==> src/rtl/core/prf_pkg.sv <==
// Types and constants for the packet rule filter core.
// No dependencies; imported by packet_rule_filter_core.
`timescale 1ns / 1ps
`default_nettype none

package prf_pkg;

    // Protocol numbers the rules know about
    localparam logic [7:0] PROTO_NUM_ICMP = 8'd1;
    localparam logic [7:0] PROTO_NUM_TCP  = 8'd6;
    localparam logic [7:0] PROTO_NUM_UDP  = 8'd17;

    // Packet classes for the counters
    localparam logic [1:0] CLASS_TCP  = 2'd0;
    localparam logic [1:0] CLASS_UDP  = 2'd1;
    localparam logic [1:0] CLASS_ICMP = 2'd2;

    // Operation codes of an input item
    localparam logic OP_CLASSIFY   = 1'b0;
    localparam logic OP_WRITE_RULE = 1'b1;

    // Configuration register map
    localparam int CFG_INDEX_W = 2;
    localparam int CFG_DATA_W  = 8;
    localparam logic [CFG_INDEX_W-1:0] CFG_FILTER_ENABLE = 2'd0;
    localparam logic [CFG_INDEX_W-1:0] CFG_RULE_COUNT    = 2'd1;

    localparam int RULE_COUNT_W = 5;
    localparam int NUM_CLASSES  = 3;

    typedef struct packed {
        logic        operation;
        logic [7:0]  protocol;
        logic [31:0] dest_address;
        logic [15:0] dest_port;
        logic [3:0]  rule_slot;
    } req_item_t;

    typedef struct packed {
        logic        verdict;
        logic [3:0]  matched_slot;
        logic [1:0]  packet_class;
        logic [31:0] class_total;
        logic [31:0] class_drops;
    } rsp_item_t;

    // One entry of the rule store
    typedef struct packed {
        logic [7:0]  protocol;
        logic [31:0] dest_address;
        logic [15:0] dest_port;
    } rule_t;

    typedef enum logic [2:0] {
        ST_IDLE,
        ST_COUNT,
        ST_SCAN,
        ST_DROP,
        ST_DONE
    } prf_state_t;

endpackage

`default_nettype wire

==> src/rtl/core/packet_rule_filter_core.sv <==
// Packet rule filter: first-match rule table scan with per-class counters.
// Depends on prf_pkg and prf_ram (rule store).
`timescale 1ns / 1ps
`default_nettype none

//  Channel | Direction | Handshake           | Payload
//  --------+-----------+---------------------+-----------------------------------
//  req     | in        | req_valid/req_stall | req_item  (operation, rule fields)
//  rsp     | out       | rsp_valid/rsp_stall | rsp_item  (verdict, class counters)
//  cfg     | in        | cfg_valid/cfg_ready | cfg_index, cfg_data
//
//  A rule write goes from acceptance straight to the final state, which loads
//  the result register. A classify item with filtering on and a table of
//  N = min(rule_count, RULE_SLOTS) > 0 slots passes a count step, N reads
//  through the single read port of the rule store, a compare of the last
//  slot and a step that closes the scan before the result loads. A drop ends
//  the scan early through a step that bumps the drop counter. Filtering off
//  skips the scan; an empty table enters it and closes it at once. The next
//  item is taken once the sequencer is back in idle. Reset clears the counters,
//  the sequencer and the result valid; the rule store is not cleared. A stalled
//  result holds in the output register while the next item is taken; the
//  sequencer waits in its final state until the register is free.

module packet_rule_filter_core
    import prf_pkg::*;
#(
    parameter int RULE_SLOTS = 16
) (
    input  wire logic                   clk,
    input  wire logic                   rst_n,
    // request channel
    input  wire logic                   req_valid,
    output logic                        req_stall,
    input  wire req_item_t              req_item,
    // result channel
    output logic                        rsp_valid,
    input  wire logic                   rsp_stall,
    output rsp_item_t                   rsp_item,
    // configuration channel
    input  wire logic                   cfg_valid,
    output logic                        cfg_ready,
    input  wire logic [CFG_INDEX_W-1:0] cfg_index,
    input  wire logic [CFG_DATA_W-1:0]  cfg_data
);

    localparam int SLOT_W = (RULE_SLOTS > 1) ? $clog2(RULE_SLOTS) : 1;
    localparam int CNT_W  = $clog2(RULE_SLOTS + 1);
    localparam int LIM_W  = (CNT_W > RULE_COUNT_W) ? CNT_W : RULE_COUNT_W;

    // ------------------------------------------------------------------
    // Configuration registers
    // ------------------------------------------------------------------
    logic                    filter_enable_reg;
    logic [RULE_COUNT_W-1:0] rule_count_reg;

    assign cfg_ready = 1'b1;

    always_ff @(posedge clk or negedge rst_n)
    begin
        if (!rst_n)
        begin
            filter_enable_reg <= 1'b1;
            rule_count_reg    <= '0;
        end
        else if (cfg_valid && cfg_ready)
        begin
            unique case (cfg_index)
                CFG_FILTER_ENABLE: filter_enable_reg <= cfg_data[0];
                CFG_RULE_COUNT:    rule_count_reg    <= cfg_data[RULE_COUNT_W-1:0];
                default:           ;   // unmapped index: drop the write
            endcase
        end
    end

    // Clamp the scan length to the table depth
    logic [LIM_W-1:0] count_ext;
    logic [CNT_W-1:0] scan_limit;

    assign count_ext  = LIM_W'(rule_count_reg);
    assign scan_limit = (count_ext > LIM_W'(RULE_SLOTS)) ? CNT_W'(RULE_SLOTS)
                                                         : CNT_W'(count_ext);

    // ------------------------------------------------------------------
    // Sequencer state
    // ------------------------------------------------------------------
    prf_state_t        state_reg, state_next;
    logic [CNT_W-1:0]  idx_reg, idx_next;          // next slot to read
    logic              cmp_pending_reg, cmp_pending_next;
    logic [SLOT_W-1:0] cmp_slot_reg, cmp_slot_next; // slot under compare
    logic              verdict_reg, verdict_next;
    logic [SLOT_W-1:0] hit_slot_reg, hit_slot_next;
    logic              rsp_valid_reg, rsp_valid_next;
    logic [31:0]       totals_reg [NUM_CLASSES];
    logic [31:0]       totals_next [NUM_CLASSES];
    logic [31:0]       drops_reg [NUM_CLASSES];
    logic [31:0]       drops_next [NUM_CLASSES];

    // Payload registers (no reset)
    req_item_t         pkt_reg;
    logic [1:0]        cls_reg;
    rsp_item_t         rsp_item_reg, rsp_item_next;

    logic              req_accept;
    logic [1:0]        pkt_cls;

    assign req_stall  = (state_reg != ST_IDLE);
    assign req_accept = req_valid && !req_stall;

    // Classify the incoming packet; anything not TCP or UDP counts as ICMP
    always_comb
    begin
        priority if (req_item.protocol == PROTO_NUM_TCP)
            pkt_cls = CLASS_TCP;
        else if (req_item.protocol == PROTO_NUM_UDP)
            pkt_cls = CLASS_UDP;
        else
            pkt_cls = CLASS_ICMP;
    end

    // ------------------------------------------------------------------
    // Rule store: write straight from an accepted write item, read one
    // slot per cycle during the scan
    // ------------------------------------------------------------------
    logic              rule_wr_en;
    rule_t             rule_wr_data;
    logic              rule_rd_en;
    rule_t             rule_rd_data;

    assign rule_wr_en = req_accept && (req_item.operation == OP_WRITE_RULE)
                        && (32'(req_item.rule_slot) < RULE_SLOTS);
    assign rule_wr_data.protocol     = req_item.protocol;
    assign rule_wr_data.dest_address = req_item.dest_address;
    assign rule_wr_data.dest_port    = req_item.dest_port;

    assign rule_rd_en = (state_reg == ST_SCAN) && (idx_reg < scan_limit);

    prf_ram #(
        .WIDTH ($bits(rule_t)),
        .DEPTH (RULE_SLOTS)
    ) u_rule_ram (
        .clk     (clk),
        .wr_en   (rule_wr_en),
        .wr_addr (SLOT_W'(req_item.rule_slot)),
        .wr_data (rule_wr_data),
        .rd_en   (rule_rd_en),
        .rd_addr (idx_reg[SLOT_W-1:0]),
        .rd_data (rule_rd_data)
    );

    // ------------------------------------------------------------------
    // Shared compare unit: does the rule just read drop the held packet?
    // ------------------------------------------------------------------
    logic rule_match;
    logic rule_drop;

    assign rule_match = (rule_rd_data.protocol == pkt_reg.protocol)
                        && (rule_rd_data.dest_address == pkt_reg.dest_address);

    always_comb
    begin
        if (!rule_match)
            rule_drop = 1'b0;
        else if ((rule_rd_data.protocol == PROTO_NUM_TCP)
                 || (rule_rd_data.protocol == PROTO_NUM_UDP))
            rule_drop = (rule_rd_data.dest_port == pkt_reg.dest_port);
        else
            rule_drop = (rule_rd_data.protocol == PROTO_NUM_ICMP);
    end

    // ------------------------------------------------------------------
    // Shared incrementer: bumps the class total, then the drop counter
    // ------------------------------------------------------------------
    logic [31:0] sel_total;
    logic [31:0] sel_drops;
    logic [31:0] inc_sum;

    assign sel_total = totals_reg[cls_reg];
    assign sel_drops = drops_reg[cls_reg];
    assign inc_sum   = ((state_reg == ST_DROP) ? sel_drops : sel_total) + 32'd1;

    // ------------------------------------------------------------------
    // Next state and datapath control
    // ------------------------------------------------------------------
    always_comb
    begin
        state_next       = state_reg;
        idx_next         = idx_reg;
        cmp_pending_next = 1'b0;
        cmp_slot_next    = cmp_slot_reg;
        verdict_next     = verdict_reg;
        hit_slot_next    = hit_slot_reg;
        totals_next      = totals_reg;
        drops_next       = drops_reg;
        rsp_item_next    = rsp_item_reg;

        // Release the result register once the far side takes it
        rsp_valid_next = rsp_valid_reg && rsp_stall;

        unique case (state_reg)
            ST_IDLE:
            begin
                if (req_accept)
                begin
                    verdict_next  = 1'b0;
                    hit_slot_next = '0;
                    if (req_item.operation == OP_WRITE_RULE)
                        state_next = ST_DONE;
                    else
                        state_next = ST_COUNT;
                end
            end

            ST_COUNT:
            begin
                totals_next[cls_reg] = inc_sum;
                idx_next             = '0;
                state_next           = filter_enable_reg ? ST_SCAN : ST_DONE;
            end

            ST_SCAN:
            begin
                // Issue the next read while comparing the previous slot
                cmp_pending_next = rule_rd_en;
                cmp_slot_next    = idx_reg[SLOT_W-1:0];
                if (rule_rd_en)
                    idx_next = idx_reg + CNT_W'(1);

                priority if (cmp_pending_reg && rule_drop)
                begin
                    verdict_next  = 1'b1;
                    hit_slot_next = cmp_slot_reg;
                    state_next    = ST_DROP;
                end
                else if (!cmp_pending_reg && !rule_rd_en)
                begin
                    state_next = ST_DONE;
                end
            end

            ST_DROP:
            begin
                drops_next[cls_reg] = inc_sum;
                state_next          = ST_DONE;
            end

            ST_DONE:
            begin
                // Wait for a free result register, then load it
                if (!rsp_valid_reg || !rsp_stall)
                begin
                    rsp_valid_next = 1'b1;
                    if (pkt_reg.operation == OP_WRITE_RULE)
                    begin
                        rsp_item_next = '0;
                    end
                    else
                    begin
                        rsp_item_next.verdict      = verdict_reg;
                        rsp_item_next.matched_slot = 4'(hit_slot_reg);
                        rsp_item_next.packet_class = cls_reg;
                        rsp_item_next.class_total  = sel_total;
                        rsp_item_next.class_drops  = sel_drops;
                    end
                    state_next = ST_IDLE;
                end
            end

            default:
            begin
                state_next = ST_IDLE;
            end
        endcase
    end

    // Control and counter registers
    always_ff @(posedge clk or negedge rst_n)
    begin
        if (!rst_n)
        begin
            state_reg       <= ST_IDLE;
            idx_reg         <= '0;
            cmp_pending_reg <= 1'b0;
            verdict_reg     <= 1'b0;
            rsp_valid_reg   <= 1'b0;
            for (int c = 0; c < NUM_CLASSES; c++)
            begin
                totals_reg[c] <= '0;
                drops_reg[c]  <= '0;
            end
        end
        else
        begin
            state_reg       <= state_next;
            idx_reg         <= idx_next;
            cmp_pending_reg <= cmp_pending_next;
            verdict_reg     <= verdict_next;
            rsp_valid_reg   <= rsp_valid_next;
            totals_reg      <= totals_next;
            drops_reg       <= drops_next;
        end
    end

    // Payload registers: hold the accepted item and the pending result
    always_ff @(posedge clk)
    begin
        if (req_accept)
        begin
            pkt_reg <= req_item;
            cls_reg <= pkt_cls;
        end
        cmp_slot_reg <= cmp_slot_next;
        hit_slot_reg <= hit_slot_next;
        rsp_item_reg <= rsp_item_next;
    end

    assign rsp_valid = rsp_valid_reg;
    assign rsp_item  = rsp_item_reg;

    // ------------------------------------------------------------------
    // Assertions
    // ------------------------------------------------------------------
    // A compare in flight only ever belongs to a running scan
    a_cmp_in_scan: assert property (@(posedge clk) disable iff (!rst_n)
        cmp_pending_reg |-> (state_reg == ST_SCAN || state_reg == ST_DROP))
        else $error("rule compare pending outside the scan");

    // The count step advances the class total by exactly one
    a_total_bump: assert property (@(posedge clk) disable iff (!rst_n)
        (state_reg == ST_COUNT) |=> (sel_total == $past(inc_sum)))
        else $error("class total not advanced by the count step");

    // A dropped packet reports a slot that lies inside the table
    a_drop_slot: assert property (@(posedge clk) disable iff (!rst_n)
        (rsp_valid && rsp_item.verdict) |-> (32'(rsp_item.matched_slot) < RULE_SLOTS))
        else $error("drop verdict with slot outside the rule table");

    // Only the three defined classes reach the result
    a_class_code: assert property (@(posedge clk) disable iff (!rst_n)
        rsp_valid |-> (rsp_item.packet_class == CLASS_TCP
                       || rsp_item.packet_class == CLASS_UDP
                       || rsp_item.packet_class == CLASS_ICMP))
        else $error("undefined packet class in result");

endmodule

`default_nettype wire

==> src/rtl/core/prf_ram.sv <==
// Generic single-write, single-read RAM with registered read data.
// No dependencies; holds the rule table of the packet rule filter.
`timescale 1ns / 1ps
`default_nettype none

module prf_ram #(
    parameter int WIDTH = 56,
    parameter int DEPTH = 16
) (
    input  wire logic                          clk,
    input  wire logic                          wr_en,
    input  wire logic [((DEPTH > 1) ? $clog2(DEPTH) : 1)-1:0] wr_addr,
    input  wire logic [WIDTH-1:0]              wr_data,
    input  wire logic                          rd_en,
    input  wire logic [((DEPTH > 1) ? $clog2(DEPTH) : 1)-1:0] rd_addr,
    output logic      [WIDTH-1:0]              rd_data
);

    logic [WIDTH-1:0] mem [DEPTH];

    always_ff @(posedge clk)
    begin
        if (wr_en)
        begin
            mem[wr_addr] <= wr_data;
        end
        if (rd_en)
        begin
            rd_data <= mem[rd_addr];
        end
    end

endmodule

`default_nettype wire
==> config.mk <==
export PLATFORM = sky130hd
export DESIGN_NAME = packet_rule_filter_core
export DESIGN_NICKNAME = d
export VERILOG_FILES = /design/src/rtl/core/prf_pkg.sv /design/src/rtl/core/packet_rule_filter_core.sv /design/src/rtl/core/prf_ram.sv
export SDC_FILE = /design/constraint.sdc
export NUM_CORES = 1
export LEC_CHECK = 0
export BUFFER_PORTS_ARGS = -buffer_cell sky130_fd_sc_hd__buf_4
export CORE_ASPECT_RATIO = 0.9
export CORE_MARGIN = 2
export CORE_UTILIZATION = 45
export DETAILED_ROUTE_END_ITERATION = 16
export PLACE_DENSITY = 0.59
export SYNTH_ARGS = -nofsm -noshare
export SYNTH_HDL_FRONTEND = slang
export SYNTH_SLANG_ARGS = --single-unit
==> constraint.sdc <==
create_clock -name clk -period 7.86 [get_ports clk]
set_input_delay 1.179 -clock clk [delete_from_list [all_inputs] [get_ports clk]]
set_output_delay 1.179 -clock clk [all_outputs]
set_load 0.01 [all_outputs]
After elaboration in Yosys (flattened, before gate mapping)
Memory sizes are Yosys's and may differ from the RTL's. A register that Yosys moved wholly into a read port is not among the register bits.
Cells that the tools add are included.
Storage, ports and cells
  flip-flop bits (word level): 347
  RAM bits: 896
  input bits: 76
  output and inout bits: 74
  memories kept: 1
Cells by class
  add/subtract/negate cells: 2
  magnitude comparators: 4
  equality and inequality tests: 18
  muxes and demuxes: 35
  bitwise logic cells: 1
  reduce and logical (&&, ||, !) cells: 26
Memories
  u_rule_ram.mem: words 16, bits a word 56, rd ports 1, clocked after Yosys merged registers in 1, wr ports 1, line prf_ram.sv:19  | logic [WIDTH-1:0] mem [DEPTH];
Operator list (count)
  $bwmux W96: 2
  $mux W32: 6
  $bmux W32 S2: 2
  $demux W32 S2: 1
  $add A32 B1 Y32 const B: 1
  $eq A32 B32 Y1: 1
  $mux W3: 6
  $eq A16 B16 Y1: 1
  $eq A8 B3 Y1 const B: 2
  $eq A8 B5 Y1 const B: 2
  $pmux W3 S5: 1
  $mux W5: 2
  $pmux W5 S2: 1
  $mux W1: 9
  $eq A8 B1 Y1 const B: 1
  $eq A8 B8 Y1: 1
  $logic_and A1 B1 Y1: 8
  $mux W4: 2
  $pmux W4 S2: 1
  $reduce_and A2 Y1: 4
  $eq A3 B2 Y1 const B: 2
  $ne A2 B2 Y1 const B: 3
  $reduce_and A3 Y1: 2
  $add A5 B1 Y5 const B: 1
  other kinds (18): 24

Longest topological paths before layout
  depth in word-level cells: 9
  gate-level depth with buffers: 15

Modules after synthesis
From an unflattened synthesis, not the netlist that was laid out.
Unflattened totals
  cell total of the unflattened synthesis: 2812
  area total of the unflattened synthesis: 50589.8 um^2
Modules (own cells, without submodules)
  prf_ram: times used 1, cells an instance 1445, area an instance 35238.8 um^2, sequential area each 28587.4 um^2
  packet_rule_filter_core: times used 1, cells an instance 1367, area an instance 15351.0 um^2, sequential area each 9375.2 um^2

Worst setup path before layout
No wires, ideal clock.
  path kind: input to register
  from: input port req_valid
  to: memory u_rule_ram.mem[0][0], enable pin
  library setup time: 0.539 ns
  data arrival time: 7.080 ns
  required time: 7.321 ns
  path slack: 0.241 ns
  stages: 4
  buffers on the path: 0
  cells stage by stage: and2_1 > nand2_1 > or3_1 > nor3_1
On the way
  word-level cells in the longest chain between the ends: 4
RTL lines
  start: declaration: line packet_rule_filter_core.sv:32  | input wire logic req_valid,
  $logic_and A1 B1 Y1: line packet_rule_filter_core.sv:107  | assign req_accept = req_valid && !req_stall;
  $logic_and A1 B1 Y1: line packet_rule_filter_core.sv:129  | assign rule_wr_en = req_accept && (req_item.operation == OP_WRITE_RULE)
  $mux W1: line prf_ram.sv:23  | if (wr_en)
  $mux W1 (not written as such): line prf_ram.sv:25  | mem[wr_addr] <= wr_data;
  end: declaration: line prf_ram.sv:19
Every way passes these cells.

Worst setup path in the final report
  from: register cls_reg[1]
  to: register totals_reg[85] in the netlist's numbering
On the way
  word-level cells in the longest chain between the ends: 7
RTL lines
  start: declaration: line packet_rule_filter_core.sv:100  | logic [1:0] cls_reg;
  start signal: assignment: line packet_rule_filter_core.sv:309  | cls_reg <= pkt_cls;
  $not A2 Y3 (not written as such) *: line packet_rule_filter_core.sv:177, packet_rule_filter_core.sv:178, packet_rule_filter_core.sv:215
  $bmux W32 S2 (on tied branches): line packet_rule_filter_core.sv:177, packet_rule_filter_core.sv:178
  $mux W32 (on tied branches) (2 in series): line packet_rule_filter_core.sv:177, packet_rule_filter_core.sv:178
  $mux W32: line packet_rule_filter_core.sv:179  | assign inc_sum = ((state_reg == ST_DROP) ? sel_drops : sel_total) + 32'd1;
  $add A32 B1 Y32: line packet_rule_filter_core.sv:179
  $bwmux W96 *: line packet_rule_filter_core.sv:215  | totals_next[cls_reg] = inc_sum;
  end signal: assignment: line packet_rule_filter_core.sv:298  | totals_reg <= totals_next;
  end: declaration: line packet_rule_filter_core.sv:93  | logic [31:0] totals_reg [NUM_CLASSES];
Mark *: on every way between the ends. The rest lies on a longest branch, timed or not. The select of a mux whose other input is x is not followed.
A chain may end at the register's enable or synchronous reset.

==> run metrics <==
share of the synthesized area in compound gates (AO/OA/AOI/OAI) 3.59%; synthesized area per cell 18.8 um2; CTS tree yes; multiplexer area fraction after synthesis 14.3%; run status complete, no violations; largest net degree at the start of global routing 123; cell type with the largest total area after synthesis edfxtp_1; global routing usage summed across all routing layers 20.7%; via density per instance 5.73; area enclosed by the die boundary 116000 um2; xor-xnor portion of the synthesized cell area 1.51%; actual slew at the worst max-slew pin 1.11 ns; Starting DRT DRC Count 2570; Max-Slew Margin vs Limit 26.3%; clock latency reported for the late side of the worst-skew pair 0.74 ns; Synth top area share 64.4%; number of flops mapped to enable cells by yosys 1090; final period demand of the worst path 5.01 ns; TritonCTS sink count 1299; slowest stage delay, CP 0.87 ns; cell-by-cell listing of the critical path buf_4, nor2b_4, a22oi_1, or3_1, a211oi_2, nand4_1, nor4_1, xor2_1, o21ai_1; Synth Area in Simple Gates 4.41%; Critical Path RT 8.46 ns; highest achievable clock rate 0.200 GHz; hold violation count in the final report 0; crit path DAT 5.61 ns; period utilisation layout 63.8%; CTS resizes 0; top cells by instance count after synthesis edfxtp_1, mux4_2, dfrtp_1, nand2_1, nor2_1; post-route design area 57900 um2; async set-or-reset flop fraction in the synthesized netlist 16.1%; flip-flop cell with the highest count after synthesis edfxtp_1; area inside the core boundary 112000 um2; power after layout 17.2 mW; Max VDD drop 0.000234 V; average routed wire per standard cell 26.2 um; detailed-placement wirelength estimate 63.7 mm; Layout Nets 2983; number of nets with antenna violations after routing 0; Post-Synthesis Net Count 2790; cell at the root of the clock tree clkbuf_16; path type of the worst setup path register to register; most frequent cell after synthesis edfxtp_1; Placed Area 53700 um2; cts-stage hold buffer count 0; critical path capture point type register; number of top-level pins 150; number of buffers created by CTS 134; final routed wirelength across all metal layers 117 mm; worst slack on hold paths 0.472 ns; H-tree levels 4; adder and majority cell fraction of the synthesized area 0.148%; Die Ht 323 um; number of I/O port buffers 145; via count of the first global-routing pass 26700; ranking of synthesized cells by area edfxtp_1, mux4_2, dfrtp_1, mux2i_1, nand2_1; area occupied by multi-input gates 12300 um2; number of rows created at floorplan 116; via count 25700; Die Width 358 um; setup TNS 0 ns; final RePlAce weighted congestion 0.799; count of distinct cell types in the synthesized netlist 67; Pwr Density 296 nW/um2; share of post-route cells with drive strength above 1 24.8%; total area of sequential cells 38000 um2; main combinational cell family by area after synthesis multiplexers; Post-CTS Setup Inserts 0; Cells after Synth 2708; number of antenna violations at the first check in global routing 8; clock slew at reported path FFs 0.06 ns; synth warn 0; number of DRC violations after detailed routing 0; Largest register FFs 896; count of TritonRoute iterations in the first routing pass 5; # fillers 8787; global route total overflow 0; Seq/Total Area, Yosys 74.7%; effective utilization at floorplan 45.5%; max-slew violations 0; CTS max path bufs 3; Leak 19.3 nW; Syn Std Cell Area 50800 um2; wire length of the first global-routing pass 174 mm; number of violations of the max-capacitance limit 0; #FFs+latches synth 1299; critical path fanouts, max 69; area growth from synthesis to final layout 14.0%; number of setup violations in the final report 0; setup repair after global routing missed its margin false; critical path launch point type register; clock skew 0.0249 ns; Util after Layout 51.9%; critical-path cell with the highest stage delay nand4_1; worst hold path class register to register
[final timing paths]
kind                         startpoint             end  slack (ns)  cells past startpoint
setup reg to reg             cls_reg[1]  totals_reg[85]        2.85                      9
min in group asynchronous         rst_n    count_ext[2]        0.56                      1
max in group asynchronous         rst_n  totals_reg[91]        5.51                      2
hold / removal             drops_reg[7]    drops_reg[7]        0.47                      2
hold reg to reg            drops_reg[7]    drops_reg[7]        0.47                      2
setup / recovery             cls_reg[1]  totals_reg[85]        2.85                      9
[layer usage]
layer  vias to the layer above  GRT usage [%]  share of wire, %
met5                         -              0             0.064
met1                     13600           28.2                42
met4                        14           5.92               1.9
li1                      11100              -                 -
met2                       737           34.1                50
met3                       172           3.92               5.6
[worst max-delay path, delay by kind of cell (launching register included)]
| family | cells | cell delay, ns |
|---|---|---|
| and+or+nand+nor | 4 | 2.63 |
| AOI/OAI and AO/OA | 3 | 0.83 |
| buffers and inverters | 1 | 0.67 |
| DFF | 1 | 0.32 |
| xor gates and xnor gates | 1 | 0.40 |
[per-stage QoR]
step / worst slack [ns] / instances
2_1_floorplan: 0.241 / 2708
3_3_place_gp: 2.93 / 4240
3_5_place_dp: 2.87 / 4240
4_1_cts: 2.85 / 4475
5_1_grt: 2.53 / 4475
6_report: 2.85 / 4478
[report_power, final]
| part | internal (mW) | switching [mW] | total (mW) |
|---|---|---|---|
| registers | 7.99 | 0.271 | 8.26 |
| clock network | 3.51 | 2.56 | 6.07 |
| logic | 1.35 | 1.50 | 2.85 |
| total | 12.9 | 4.33 | 17.2 |
[cell usage in the layout (no fill, tap or decap), types with 11 or more instances in the layout]
cell,synthesis,layout
clkinv_2,0,22
edfxtp_1,1090,1090
clkinv_1,0,22
clkbuf_16,0,141
nor2b_1,33,33
xnor2_1,36,36
o21ai_1,30,30
clkbuf_1,96,27
buf_4,7,199
nor2_4,0,12
mux2i_1,66,66
mux2_2,24,24
nand3_1,18,17
dfrtp_1,208,204
a21oi_1,98,97
o21ai_0,105,105
nand4_1,17,17
nand2_1,170,167
o2bb2ai_1,33,33
nor2_1,170,158
a22oi_1,11,11
mux4_2,280,280
xor2_1,48,48
[logic make-up after synthesis]
family | after synthesis
AO/OA/AOI/OAI | 310
XOR/XNOR | 86
adder cells (fa/ha/maj) | 6
buffers and inverters | 154
flip-flops | 1299
multiplexers | 372
other | 1
AND/OR/NAND/NOR | 480
[layout make-up]
| type | instances | area share, % |
|---|---|---|
| Multi-Input combinational cell | 1255 | 21.3 |
| Clock inverter | 59 | 0.799 |
| Timing Repair Buffer | 202 | 2.67 |
| Antenna cell | 3 | 0.0130 |
| Sequential cell | 1299 | 65.5 |
| Clock buffer | 176 | 6.45 |
| Tap cell | 1475 | 3.18 |
| Inverter | 9 | 0.0583 |
Note: power is estimated with default switching activity, not from simulation.
